`config.mk`:
```
export PLATFORM = sky130hd
export DESIGN_NAME = ffrc_framer
export DESIGN_NICKNAME = d
export VERILOG_FILES = /design/src/rtl/core/ffrc_pkg.sv /design/src/rtl/core/ffrc_framer.sv
export SDC_FILE = /design/constraint.sdc
export NUM_CORES = 1
export LEC_CHECK = 0
export ABC_AREA = 1
export BUFFER_PORTS_ARGS = -buffer_cell sky130_fd_sc_hd__buf_2
export CAP_MARGIN = 20
export CORE_UTILIZATION = 53
export DETAILED_ROUTE_END_ITERATION = 8
export GPL_ROUTABILITY_DRIVEN = 0
export PLACE_DENSITY = 0.79
export SYNTH_ARGS = -nofsm -noshare
export SYNTH_HDL_FRONTEND = slang
export SYNTH_SLANG_ARGS = --single-unit
```
`constraint.sdc`:
```
create_clock -name clk -period 4.3 [get_ports clk]
set_input_delay 0.43 -clock clk [delete_from_list [all_inputs] [get_ports clk]]
set_output_delay 0.43 -clock clk [all_outputs]
set_load 0.01 [all_outputs]
```
`src/rtl/core/ffrc_pkg.sv`:
```
// shared types, codes and helpers of the fixed frame receiver checker
package ffrc_pkg;

  localparam int FRAME_BYTES = 8;
  localparam int POS_W = $clog2(FRAME_BYTES);
  localparam logic [POS_W-1:0] POS_LAST = POS_W'(FRAME_BYTES - 1);

  localparam int TEMP_W = 15;
  localparam int MAG_W = 14;
  localparam int CFG_IDX_W = 2;
  localparam int TDATA_W = 48;
  localparam int TUSER_W = 5;

  localparam logic [CFG_IDX_W-1:0] REG_HEADER = 2'd0;
  localparam logic [CFG_IDX_W-1:0] REG_VERSION = 2'd1;
  localparam logic [CFG_IDX_W-1:0] REG_FOOTER = 2'd2;

  localparam logic [7:0] HEADER_RESET = 8'hAA;
  localparam logic [7:0] VERSION_RESET = 8'h01;
  localparam logic [7:0] FOOTER_RESET = 8'h55;

  localparam logic [1:0] ERR_OK = 2'd0;
  localparam logic [1:0] ERR_FRAMING = 2'd1;
  localparam logic [1:0] ERR_VERSION = 2'd2;
  localparam logic [1:0] ERR_CHECKSUM = 2'd3;

  localparam logic [7:0] CMD_TIME = 8'h01;
  localparam logic [7:0] CMD_TEMP = 8'h02;
  localparam logic [7:0] SIGN_POSITIVE = 8'hFF;

  typedef struct packed {
    logic [7:0] header;
    logic [7:0] version;
    logic [7:0] footer;
  } cfg_t;

  typedef struct packed {
    logic [7:0] header;
    logic [7:0] version;
    logic [7:0] command;
    logic [7:0] d1;
    logic [7:0] d2;
    logic [7:0] d3;
    logic [7:0] checksum;
    logic [7:0] footer;
  } frame_t;

  typedef struct packed {
    logic                     frame_ok;
    logic [1:0]               error_code;
    logic [7:0]               command_code;
    logic [7:0]               data_first;
    logic [7:0]               data_second;
    logic [7:0]               data_third;
    logic                     time_update;
    logic                     temp_update;
    logic signed [TEMP_W-1:0] temp_hundredths;
  } result_t;

  // byte mod 100 by two conditional subtractions
  function automatic logic [6:0] mod100(input logic [7:0] v);
    logic [7:0] r;
    begin
      if (v >= 8'd200) begin
        r = v - 8'd200;
      end else if (v >= 8'd100) begin
        r = v - 8'd100;
      end else begin
        r = v;
      end
      mod100 = r[6:0];
    end
  endfunction

endpackage

```
`src/rtl/core/ffrc_framer.sv`:
```
// byte position counter, frame store and registered frame snapshot
module ffrc_framer (
  input  logic                  clk,
  input  logic                  rst,
  input  logic                  in_valid,
  output logic                  in_ready,
  input  logic [7:0]            in_byte,
  output logic                  frame_valid,
  input  logic                  frame_ready,
  output ffrc_pkg::frame_t      frame
);

  logic [ffrc_pkg::POS_W-1:0] byte_position;
  logic [7:0]                 frame_store [ffrc_pkg::FRAME_BYTES-1];
  logic                       in_xfer;
  logic                       last_byte;

  assign in_ready = !frame_valid || frame_ready;
  assign in_xfer = in_valid && in_ready;
  assign last_byte = (byte_position == ffrc_pkg::POS_LAST);

  always_ff @(posedge clk) begin
    if (rst) begin
      byte_position <= '0;
      frame_valid <= 1'b0;
    end else begin
      if (frame_ready) begin
        frame_valid <= 1'b0;
      end
      if (in_xfer) begin
        byte_position <= last_byte ? '0 : byte_position + 1'b1;
        if (last_byte) begin
          frame_valid <= 1'b1;
        end
      end
    end
  end

  always_ff @(posedge clk) begin
    if (in_xfer && !last_byte) begin
      frame_store[byte_position] <= in_byte;
    end
    if (in_xfer && last_byte) begin
      frame.header <= frame_store[0];
      frame.version <= frame_store[1];
      frame.command <= frame_store[2];
      frame.d1 <= frame_store[3];
      frame.d2 <= frame_store[4];
      frame.d3 <= frame_store[5];
      frame.checksum <= frame_store[6];
      frame.footer <= in_byte;
    end
  end

endmodule

```
; Yosys cells after proc, flatten, opt, wreduce, memory -nomap -nowiden
; Memory sizes are Yosys's and may differ from the RTL's. A register that Yosys moved wholly into a read port is not among the register bits.
; Cells that the tools add are included.
[op_classes]
addsub = 1
eq_ne = 1
muxes = 6
reduce_logical = 6
[ops]
columns = operator, count
row1 = $mux 1, 5
row2 = $add 3x1->3 const B, 1
row3 = $eq 3x3->1 const B, 1
row4 = $logic_and 1x1->1, 3
row5 = $mux 3, 1
row6 = $logic_not 1->1, 2
row7 = $logic_or 1x1->1, 1
[word_totals]
reg_bits = 12
ramBits = 56
input_bits = 12
out_inout_bits = 66
n_memories = 1
[mem_list]
columns = name, words, word_bits, read_ports, rd_ports_with_merged_regs, write_ports, line_no
row1 = frame_store, 7, 8, 7, 7, 1, ffrc_framer.sv:14  ; logic [7:0] frame_store [ffrc_pkg::FRAME_BYTES-1];

; Depth between registers and ports, before layout
; Gate-level depths: netlist of run 1.
[depth]
word_depth = 6
mapped_depth = 6
mapped_depth_nobuf = 6

; Worst setup path before layout of run 1
; Ideal clock, no wire load.
[synth_path]
path_kind = register to register
startpoint = register byte_position[0] (netlist name)
endpoint = register frame[0] (netlist name) (enable)
setup_time_ns = 0.486
t_arrival_ns = 3.418
path_slack_ns = 0.395
path_stages_with_launch = 5
path_buffers = 0
cell_sequence = dfxtp_1 ha_1 ha_1 inv_1 nor2_1
[synth_via]
elab_chain_len = 2
[synth_lines]
columns = element, line_no
row1 = start: declaration, ffrc_framer.sv:13  ; logic [ffrc_pkg::POS_W-1:0] byte_position;
row2 = start signal: assignment, ffrc_framer.sv:31  ; byte_position <= last_byte ? '0 : byte_position + 1'b1;
row3 = $eq 3x3->1, ffrc_framer.sv:20  ; assign last_byte = (byte_position == ffrc_pkg::POS_LAST);
row4 = $logic_and 1x1->1, ffrc_framer.sv:43  ; if (in_xfer && last_byte) begin
row5 = end: declaration, ffrc_framer.sv:10  ; output ffrc_pkg::frame_t frame
; No other way between the ends.
; A chain may end at the register's enable or synchronous reset.

; Worst setup path after layout of run 1
[layout_path]
startpoint = register byte_position[0] (netlist name)
endpoint = register frame[15] (netlist name)
[layout_via]
elab_chain_len = 2
[layout_lines]
columns = element, line_no
row1 = $eq 3x3->1, ffrc_framer.sv:20
row2 = $logic_and 1x1->1, ffrc_framer.sv:43
; No other way between the ends.

==> results, run 1 <==
- The run finished with clean final reports.
- The die footprint is roughly 7600 sq um.
- The post-CTS clock slew at the launch and capture registers of the worst setup and hold paths is 0.05 ns.
- Summing over every cut layer, the via total after detailed routing is roughly 1800.
- The die width is between 80 and 90 um.
- The starting utilization of the core area is 0.560.
- The number of buffers added by the clock tree synthesis step is 17.
- The number of buffers and inverters on the critical path is 2.
- Summed over all failing endpoints, the final setup total negative slack is 0 ns.
- In the synthesized netlist, the number of instances is 162.
- The synthesized area per cell is 23.9 sq um.
- The via count of the first global-routing pass was 1784.
- CTS placed an instance of sky130_fd_sc_hd__clkbuf_8 at the clock tree root.
- The class of the tightest hold or removal check is in2reg.
- The total count of max-transition violations in the final report was 0.
- Summed over all instances, the cell type with the most area after synthesis is sky130_fd_sc_hd__edfxtp_1.
- The combinational fraction of design power is 0.015.
- The total net switching power is 0.516 mW.
- CTS built an H-tree with a depth of 4.
- The number of vias per cell after detailed routing is 4.90.
- Data on the critical path arrives at its endpoint at 2.40 ns.
- The total power is approximately 2.7 mW.
- Setup violations remaining at the end of the flow were counted as 0.
- Among cell families on the critical path, the largest total delay comes from buffers and inverters.
- 78 I/O pins were placed.
- In this run the cell area of the synthesized design comes to 3870 sq um.
- The first routing iteration left 105 violations.
- At the worst endpoint, the required time is 4.43 ns.
- The post-CTS setup buffer count is 0.
- The total core area is 6910 sq um.
- The clock period minus final worst setup slack is 2.26 ns.
- The later-pin clock latency in the skew report is 0.50 ns.
- The clock net in this run drives a total of between 100 and 150 sinks.
- STA classifies the critical path endpoint as a register.
- The first-pass GRT wire length is between 9 and 10 mm.
- The design area is between 4000 and 5000 sq um.
- The fraction of synthesized cell area taken by the top area cell type is 0.931.
- The final layout contains 273 nets.
- Entering global routing, the biggest net connects between 40 and 50 pins.
- The worst pin sits at a relative slew slack of 0.359.
- After synthesis, the largest family of logic cells by area is simple AND/OR/NAND/NOR gates.
- The cell count after placement is 336.
- The number of hold violations in the final report came to 0.
- The post-synthesis share of cell area spent on full adders, half adders and majority gates is 0.00647.
- Dividing the final minimum period by the clock period gives 0.526.
- For this design, the slowest cell found on the critical path is sky130_fd_sc_hd__buf_4.
- The share of total power dissipated in the clock network is 0.481.
- Synthesis instantiated 15 different standard cells from the library.
- At the pin with the least slew margin, the transition time is 0.958 ns.
- Along the worst path, the maximum fanout reaches 47.
- Setup repair after global routing left no endpoint under its margin.
- The overall routed net length is 6.36 mm.
- The XOR/XNOR share of the synthesized area is 0.
- After floorplanning, the core was divided into 30 placement rows.
- The most frequent cell on the critical path is sky130_fd_sc_hd__ha_1.
- Excluding fillers, the count of instances in the completed layout stands at 367.
- For this run, the slowest stage of the critical path takes 0.57 ns.
- The portion of total power attributed to sequential cells is 0.503.
- For this design the static power due to leakage is 1.78 nW.
- The net switching share of the total power is 0.193.
- The layout overhead on the synthesized area is 27.7%.
- The fraction of the mapped netlist area in compound gates is 0.00485.
- Hold repair after CTS inserted 0 buffers.
- STA classifies the critical path startpoint as a register.
- The routed length per placed instance is 17.3 um.
- The number of antenna violations at the first check in global routing came to 0.
- The final antenna diode count is 0.
- Sorting the synthesized cells by area gives the leading types as sky130_fd_sc_hd__edfxtp_1 93%, sky130_fd_sc_hd__dfxtp_1 2.1%, sky130_fd_sc_hd__nor2_1 1.2%, sky130_fd_sc_hd__nand2_1 0.78%, sky130_fd_sc_hd__ha_1 0.65%.
- The flip-flop and latch count after synthesis is ~120.
- The critical path is of the reg2reg type.
- The maximum number of buffers from clock root to sink is 2.
- The number of nets in the synthesized netlist is 176.
- The maximum clock skew at final layout is 0.00752 ns.
- The total cell area at the placement stage is 4400 sq um.
- Buffers placed on the I/O ports in this run total 77.
- Across the VDD grid, the largest voltage drop is 0.274 mV.
- Of the total synthesized cell area, the portion taken by AND, OR, NAND and NOR gates is 0.0301.
- The portion of synthesized area spent on multiplexers is 0.
- Power spread over the standard cell area amounts to 542 nW/um^2.
- The count of maximum capacitance violations is 0.
- The global-route usage over all layers is 0.184.
- The number of gates given a new drive strength after cts is 0.
- The internal power of the cells totals 2.16 mW.
- The remaining routing DRC violations is 0.
- The layout cell share with drive strength beyond 1 is 0.410.
- Before antenna repair, the detailed router went through 4 iterations.
- TritonCTS built the clock tree.
- The count of synthesis-stage warnings from yosys is 0.
- The leftover overflow at the end of global routing is 0.
- Traced cell by cell, the critical path runs through ha_1 -> ha_1 -> inv_1 -> nor2_4 -> buf_4.
- The floorplan step set the die height to 87.5 um.
- Static timing analysis puts the maximum clock frequency at roughly 440 MHz.
- The estimated wirelength of the detail-placed design is 3.71 mm.
- The number of nets with antenna violations after routing is 0.
- Of the synthesized area, sequential elements account for 0.952.
Yosys cell counts:
| cell type | number |
|---|---|
| sky130_fd_sc_hd__a21oi_1 | 1 |
| sky130_fd_sc_hd__a21oi_2 | 1 |
| sky130_fd_sc_hd__dfxtp_1 | 4 |
| sky130_fd_sc_hd__edfxtp_1 | 120 |
| sky130_fd_sc_hd__ha_1 | 2 |
| sky130_fd_sc_hd__inv_1 | 6 |
| sky130_fd_sc_hd__inv_2 | 1 |
| sky130_fd_sc_hd__nand2_1 | 8 |
| sky130_fd_sc_hd__nand2_2 | 1 |
| sky130_fd_sc_hd__nand3_1 | 1 |
| sky130_fd_sc_hd__nand3_2 | 1 |
| sky130_fd_sc_hd__nand3b_1 | 2 |
| sky130_fd_sc_hd__nor2_1 | 12 |
| sky130_fd_sc_hd__nor3_1 | 1 |
| sky130_fd_sc_hd__o21ai_0 | 1 |
through the flow:
step	setup WS, ns	hold WS [ns]	utilization
2_1_floorplan	0.395	0.400	-
3_3_place_gp	2.15	0.400	0.636
3_5_place_dp	2.03	0.405	0.636
4_1_cts	2.03	0.0819	0.715
5_1_grt	1.94	0.0662	0.715
6_report	2.04	0.101	0.715
worst reg2reg max path, cell delays in order, from the launching register on:
cell	delay, ns
sky130_fd_sc_hd__dfxtp_1	0.40
sky130_fd_sc_hd__ha_1	0.18
sky130_fd_sc_hd__ha_1	0.17
sky130_fd_sc_hd__inv_1	0.10
sky130_fd_sc_hd__nor2_4	0.44
sky130_fd_sc_hd__buf_4	0.58
registers in the layout, indices dropped and copies added (netlist names):
register       count
byte_position      3
frame             64
frame_store       56
frame_valid        1
path summary, 6_finish.rpt:
check | start | to | slack (ns) | cells after the start
max reg2reg | byte_position[0]$_SDFFE_PP0P_ | frame[15]$_DFFE_PP_ | 2.04 | 5
min reg2reg | frame_store[0][5]$_DFFE_PP_ | frame[61]$_DFFE_PP_ | 0.41 | 0
max | byte_position[0]$_SDFFE_PP0P_ | frame[15]$_DFFE_PP_ | 2.04 | 5
min | rst | byte_position[0]$_SDFFE_PP0P_ | 0.10 | 2
kinds of logic after synthesis:
family	after synthesis
AO/OA/AOI/OAI	3
AND/OR/NAND/NOR	26
buffers and inverters	7
flip-flops	124
adder cells (fa/ha/maj)	2
final cells by class:
| type | count | area [sq um] |
|---|---|---|
| inverters | 7 | 26.3 |
| flip-flops and latches | 124 | 3680 |
| clock buffers | 18 | 418 |
| multi-input cells | 31 | 173 |
| well taps | 96 | 120 |
| fillers | 431 | 1970 |
| repair buffers | 78 | 393 |
| clock inverters | 13 | 128 |
power groups by stage:
stage / Sequential [mW] / Combinational [mW] / Clock, mW
floorplan: 1.37 / 0.0179 / 0
global placement: 1.37 / 0.0399 / 0
detailed placement: 1.37 / 0.0412 / 0
CTS: 1.35 / 0.0418 / 1.31
global route: 1.35 / 0.0465 / 1.36
finish: 1.35 / 0.0411 / 1.29
cells in the final DEF (no fill, tap or decap):
cell	count
sky130_fd_sc_hd__clkbuf_16	16
sky130_fd_sc_hd__o21ai_0	1
sky130_fd_sc_hd__clkinv_2	2
sky130_fd_sc_hd__clkinvlp_4	5
sky130_fd_sc_hd__bufinv_16	2
sky130_fd_sc_hd__buf_2	77
sky130_fd_sc_hd__buf_4	1
sky130_fd_sc_hd__nand2_1	8
sky130_fd_sc_hd__dfxtp_1	4
sky130_fd_sc_hd__nand2_2	1
sky130_fd_sc_hd__clkinv_4	1
sky130_fd_sc_hd__inv_2	1
sky130_fd_sc_hd__nor3_2	1
sky130_fd_sc_hd__clkbuf_1	1
sky130_fd_sc_hd__ha_1	2
sky130_fd_sc_hd__nor2_4	1
sky130_fd_sc_hd__nand3b_1	2
sky130_fd_sc_hd__clkbuf_8	1
sky130_fd_sc_hd__nand3_1	1
sky130_fd_sc_hd__nor2_1	11
sky130_fd_sc_hd__a21oi_1	1
sky130_fd_sc_hd__inv_1	6
sky130_fd_sc_hd__a21oi_2	1
sky130_fd_sc_hd__clkinv_1	3
sky130_fd_sc_hd__edfxtp_1	120
sky130_fd_sc_hd__nand3_2	1
layer usage:
metal	track usage	part of all wire
met5	0	0
met1	0.213	0.41
met2	0.288	0.50
met4	0.0924	0.020
met3	0.0872	0.064
Note: power is estimated with default switching activity, not from simulation.
==> run 2: changes to the inputs <==
- clock period: 4.3 -> 2.1 ns (I/O delays scaled with it)
==> results, run 2 (same netlist as run 1, synthesis figures left out) <==
- The total count of max-transition violations in the final report is 0 (unchanged).
- The total cell area at the placement stage is 4470 sq um (+1.7%).
- The height of the die is 87.5 um (unchanged).
- The later-pin clock latency in the skew report is 0.50 ns (about the same).
- Setup repair after global routing left no endpoint under its margin.
- The number of hold violations in the final report is 0 (unchanged).
- The vias after detailed routing came to 1848 (+2.7%).
- The leakage power summed over all cells is 1.87 nW (+4.9%).
- The maximum clock skew at final layout is 0.0153 ns (+0.00777 ns).
- The design area is 5080 sq um (+2.9%).
- The worst setup path is launched from a register.
- The number of vias per cell after detailed routing is 4.84 (-1.3%).
- The remaining routing DRC violations was 0 (unchanged).
- The count of buffers from port buffering is 77 (unchanged).
- The final-report setup violation count was 0 (unchanged).
- The length of routed wiring on met1 was 2.76 mm (+4.9%).
- The estimated wirelength of the detail-placed design was 3.92 mm (+5.6%).
- The worst-case vdd ir drop came to 0.608 mV (+120%).
- The routed length on met3 came to 344 um (-15%).
- The required time at the endpoint of the critical path is 2.31 ns (-2.12 ns).
- The tightest min-delay check is of the in2reg type.
- The kind of critical path is reg2reg.
- The number of clock sinks is 124 (unchanged).
- The pin count of the biggest net entering global routing came to 65 (+35%).
- The die footprint is 7650 sq um (unchanged).
- The number of buffers added by the clock tree synthesis step is 17 (unchanged).
- The power density over the cells is 1100 nW/um^2 (+100%).
- The register name with the most flops is frame.
- The timing-limited maximum frequency was 551 MHz (+25%).
- The count of pins on the block boundary is 78 (unchanged).
- The final standard cell utilization of the core is 0.736 (+0.0208).
- The number of inserted filler cells in the final layout came to 404 (-6.3%).
- The flip-flop count of the largest register, all copies and words added is 64 (unchanged).
- The run finished with clean final reports.
- The overall routed net length is 6.76 mm (+6.3%).
- The final antenna diode count is 0 (unchanged).
- CTS placed an instance of sky130_fd_sc_hd__clkbuf_8 at the clock tree root.
- The leftover overflow at the end of global routing is 0 (unchanged).
- The sum of met2 wire segment lengths after detailed routing came to 3.60 mm (+13%).
- The pin slew with the least headroom to its limit was 0.342 ns (-0.616 ns).
- The first-pass detailed-route iteration total came to 4 (unchanged).
- The via count of the first global-routing pass is 1788 (+0.22%).
- The total core area is 6910 sq um (unchanged).
- The first-iteration detailed-routing DRC count was 79 (-25%).
- TritonCTS built the clock tree.
- The number of gates given a new drive strength after cts is 0 (unchanged).
- The post-CTS setup buffer count is 0 (unchanged).
- The maximum number of buffers from clock root to sink is 2 (unchanged).
- The die width is 87.5 um (unchanged).
- The count of nets after finishing is 287 (+5.1%).
- The clock period minus final worst setup slack is 1.82 ns (-0.447 ns).
- The highest metal layer carrying signal wires in the routed design is met4.
- The maximum level of the CTS H-tree is 4 (unchanged).
- The routed length per placed instance is 17.7 um (+2.1%).
- The total number of placement rows came to 30 (unchanged).
- The layout cell share with drive strength beyond 1 is 0.406 (-0.00400).
- The starting utilization of the core area is 0.560 (unchanged).
- The library cells used most frequently in the layout, excluding fill and tap cells, are 120 x sky130_fd_sc_hd__edfxtp_1, 77 x sky130_fd_sc_hd__buf_2, 16 x sky130_fd_sc_hd__clkbuf_16, 11 x sky130_fd_sc_hd__nor2_1.
- The critical-path maximum fanout is 5 (-89%).
- The arrival time at the worst endpoint is 2.02 ns (-0.38 ns).
- The final period utilization is 0.864 (+0.338).
- The setup TNS came to 0 ns (unchanged).
- The area growth from synthesis to layout is 31.4%.
- The post-CTS clock slew at the launch and capture registers of the worst setup and hold paths is 0.05 ns (about the same).
- The number of antenna violations at the first check in global routing is 0 (unchanged).
- The count of maximum capacitance violations is 0 (unchanged).
- The worst slew slack as a fraction of its limit was 0.772 (+0.413).
- The type of element capturing the critical path is a register.
- Leaving out fill and tap cells, the most frequent cell in the layout is sky130_fd_sc_hd__edfxtp_1.
- The first-pass GRT wire length is 9.94 mm (+8.5%).
- The global-route usage over all layers was 0.197 (+0.0128).
- The largest registers in the layout are frame x64, frame_store x56, byte_position x3.
- The number of nets with antenna violations after routing is 0 (unchanged).
run 2: cell count changes in the layout (fill, tap and decap cells not counted), sizes merged:
cell / before / now
clkinvlp: 5 / 1
dlygate4sd3: 0 / 6
bufinv: 2 / 3
clkbuf: 18 / 22
buf: 78 / 86
run 2: repair_timing:
item,in CTS,in global routing
hold buffers,6,0
endpoints found under the hold margin,44,0
endpoints found under the setup margin,0,0
run 2: worst paths after layout:
check / start / to / slack (ns) / cells after the start
setup reg to reg: byte_position[0]$_SDFFE_PP0P_ / frame_store[2][0]$_DFFE_PP_ / 0.28 / 6
setup / recovery: byte_position[0]$_SDFFE_PP0P_ / frame_store[2][0]$_DFFE_PP_ / 0.28 / 6
hold reg to reg: frame_store[4][7]$_DFFE_PP_ / frame[31]$_DFFE_PP_ / 0.41 / 0
hold / removal: in_byte[7] / frame_store[3][7]$_DFFE_PP_ / 0.02 / 1
run 2: area by class of cell:
type,count,area (sq um),area share
clock buffers,22,433,0.0851
clock inverters,10,123,0.0241
inverters,7,26.3,0.00517
multi-input cells,31,173,0.0340
flip-flops and latches,124,3680,0.725
well taps,96,120,0.0236
repair buffers,92,526,0.103
run 2: critical path: stages (launching register included):
cell                      delay, ns
sky130_fd_sc_hd__dfxtp_2       0.34
sky130_fd_sc_hd__ha_1          0.20
sky130_fd_sc_hd__ha_1          0.20
sky130_fd_sc_hd__nor2_1        0.09
sky130_fd_sc_hd__nand3_1       0.17
sky130_fd_sc_hd__nor2_1        0.31
sky130_fd_sc_hd__buf_4         0.22
run 2: layer usage:
metal,vias to the layer above,track usage
met1,907,0.225
met3,7,0.0853
met4,0,0.0745
li1,849,-
met2,85,0.329
met5,-,0
run 2: through the flow:
| step | worst slack (ns) | power (mW) | hold slack, ns | instances |
|---|---|---|---|---|
| floorplan | 0.0167 | 2.85 | 0.272 | 162 |
| global placement | 0.360 | 2.90 | 0.391 | 344 |
| detailed placement | 0.285 | 2.90 | 0.388 | 344 |
| CTS | 0.270 | 5.63 | 0.000362 | 382 |
| global route | 0.102 | 5.75 | 0.00249 | 382 |
| finish | 0.285 | 5.59 | 0.0221 | 382 |
run 2: where the power goes:
group | switching [mW] | leakage [nW] | internal [mW]
Sequential | 0.0140 | 1.12 | 2.75
Combinational | 0.0668 | 0.487 | 0.0361
Clock | 0.946 | 0.267 | 1.78
Total | 1.03 | 1.87 | 4.57
==> run 3: changes to the inputs <==
- CORE_ASPECT_RATIO: unset -> 1.25
- PLACE_DENSITY: 0.79 -> 0.83
==> results, run 3 (same netlist as run 1, synthesis figures left out) <==
- The flip-flop count of the largest register, all copies and words added is 64 (unchanged).
- The remaining routing DRC violations is 0 (unchanged).
- The final-report setup violation count is 0 (unchanged).
- The routed length per placed instance is 17.8 um (+0.59%).
- The final antenna diode count is 0 (unchanged).
- The worst setup path is launched from a register.
- The maximum level of the CTS H-tree is 4 (unchanged).
- The area taken by multi-input logic gates was 173 sq um (unchanged).
- The most common cell after layout, fill and taps aside is sky130_fd_sc_hd__edfxtp_1.
- The height of the die is 97.5 um (+12%).
- The layout cell share with drive strength beyond 1 came to 0.424 (+0.0185).
- The final worst setup slack is 0.388 ns (+0.103 ns).
- The number of clock sinks is 124 (unchanged).
- The setup TNS is 0 ns (unchanged).
- The maximum clock skew at final layout was 0.00923 ns (-0.00606 ns).
- The pin count of the biggest net entering global routing is 64 (-1.5%).
- The number of buffers added by the clock tree synthesis step is 17 (unchanged).
- Setup repair after global routing left no endpoint under its margin.
- The count of pins on the block boundary was 78 (unchanged).
- The first-pass detailed-route iteration total is 4 (unchanged).
- The worst-case vdd ir drop is 0.601 mV (-1.1%).
- The total core area came to 7020 sq um (+1.6%).
- The timing-limited maximum frequency came to 584 MHz (+6.0%).
- The die footprint is 7650 sq um (about the same).
- The first-iteration detailed-routing DRC count is 81 (+2.5%).
- The clock period minus final worst setup slack is 1.71 ns (-0.103 ns).
- The maximum number of buffers from clock root to sink is 2 (unchanged).
- The power density over the cells is 1130 nW/um^2 (+2.7%).
- The total count of max-transition violations in the final report is 0 (unchanged).
- The layout overhead on the synthesized area is 33.6%.
- The total power is 5.85 mW (+4.5%).
- The count of buffers from port buffering is 77 (unchanged).
- Ranked by flip-flop count, first place goes to frame.
- The worst-case setup slack after placement was 0.401 ns (+0.116 ns).
- The first-pass GRT wire length came to 10.0 mm (+0.69%).
- The run finished with clean final reports.
- The leftover overflow at the end of global routing is 0 (unchanged).
- The leakage power summed over all cells is 1.92 nW (+2.6%).
- The worst slew slack as a fraction of its limit is 0.772 (about the same).
- The largest registers in the layout are frame x64, frame_store x56, byte_position x3.
- The die width is 78.4 um (-10%).
- The arrival time at the worst endpoint is 1.92 ns (-0.10 ns).
- In the layout the commonest cells are 120 x sky130_fd_sc_hd__edfxtp_1, 77 x sky130_fd_sc_hd__buf_2, 16 x sky130_fd_sc_hd__clkbuf_16, 11 x sky130_fd_sc_hd__nor2_1, 11 x sky130_fd_sc_hd__buf_4.
- The starting utilization of the core area is 0.551 (-0.00899).
- The number of gates given a new drive strength after cts is 0 (unchanged).
- The kind of critical path is reg2reg.
- The overall routed net length is 6.76 mm (about the same).
- The count of maximum capacitance violations is 0 (unchanged).
- The required time at the endpoint of the critical path is 2.31 ns (about the same).
- The register area is 3680 sq um (unchanged).
- The number of nets with antenna violations after routing is 0 (unchanged).
- The final period utilization is 0.815 (-0.0492).
- The number of inserted filler cells in the final layout is 416 (+3.0%).
- The critical-path maximum fanout came to 6 (+1).
- The type of element capturing the critical path is a register.
- The total number of placement rows came to 34 (+13%).
- The via count of the first global-routing pass is 1865 (+4.3%).
- The global-route usage over all layers came to 0.195 (-0.00228).
- The vias after detailed routing came to 1837 (-0.60%).
- The post-CTS clock slew at the launch and capture registers of the worst setup and hold paths is 0.06 ns (about the same).
- TritonCTS built the clock tree.
- The hold-fix buffer count after cts came to 7 (+1).
- The post-CTS setup buffer count is 0 (unchanged).
- The number of hold violations in the final report is 0 (unchanged).
- The master cell of the clock root buffer is sky130_fd_sc_hd__clkbuf_8.
- The pin slew with the least headroom to its limit is 0.342 ns (+0.000135 ns).
- The number of antenna violations at the first check in global routing was 0 (unchanged).
- The tightest min-delay check is of the in2reg type.
- The final standard cell utilization of the core is 0.737 (about the same).
- The estimated wirelength of the detail-placed design is 3.99 mm (+1.8%).
- The later-pin clock latency in the skew report is 0.50 ns (about the same).
- The number of vias per cell after detailed routing was 4.83 (about the same).
- The count of nets after finishing is 291 (+1.4%).
run 3: changes by cell type in the layout (fill, tap and decap cells not counted), sizes merged:
cell,change
dlygate4sd3,+1
clkbuf,-5
clkinv,+2
bufinv,+2
buf,+3
clkinvlp,+1
run 3: metal layers:
metal	track usage	vias up	part of all wire
met5	0	-	0
met2	0.328	69	0.54
met4	0.0983	0	0.024
met1	0.209	900	0.39
met3	0.0789	15	0.045
li1	-	853	-
run 3: final timing paths:
| check | startpoint | endpoint | slack [ns] | depth (start not counted) |
|---|---|---|---|---|
| worst max-delay path | byte_position[1]$_SDFFE_PP0P_ | frame_store[3][7]$_DFFE_PP_ | 0.39 | 6 |
| worst min-delay path | in_byte[7] | frame_store[2][7]$_DFFE_PP_ | 0.02 | 1 |
| worst max register to register | byte_position[1]$_SDFFE_PP0P_ | frame_store[3][7]$_DFFE_PP_ | 0.39 | 6 |
| worst min register to register | frame_store[1][5]$_DFFE_PP_ | frame[53]$_DFFE_PP_ | 0.41 | 0 |
run 3: critical path, stage by stage (launching register included):
cell	delay, ns
sky130_fd_sc_hd__dfxtp_1	0.34
sky130_fd_sc_hd__ha_1	0.20
sky130_fd_sc_hd__ha_1	0.20
sky130_fd_sc_hd__inv_1	0.14
sky130_fd_sc_hd__nand3_2	0.11
sky130_fd_sc_hd__nor2_1	0.21
sky130_fd_sc_hd__buf_4	0.22
run 3: final cells by class:
type | instances | share of cell area
clock buffer | 17 | 0.0801
clock inverter | 15 | 0.0392
inverter | 7 | 0.00508
multi-input combinational | 31 | 0.0334
sequential | 124 | 0.713
tap | 90 | 0.0218
timing repair buffer | 96 | 0.108
run 3: power breakdown:
part	switching, mW	leakage (nW)	internal [mW]
registers	0.0131	1.12	2.75
logic	0.0704	0.508	0.0406
clock network	0.956	0.295	2.02
run 3: through the flow:
step,instances,area [sq um],hold slack [ns]
detailed placement,341,4480,0.382
CTS,380,5170,0.00196
finish,380,5170,0.0199
global route,380,5170,0.00512
floorplan,162,3880,0.272
global placement,341,4480,0.375
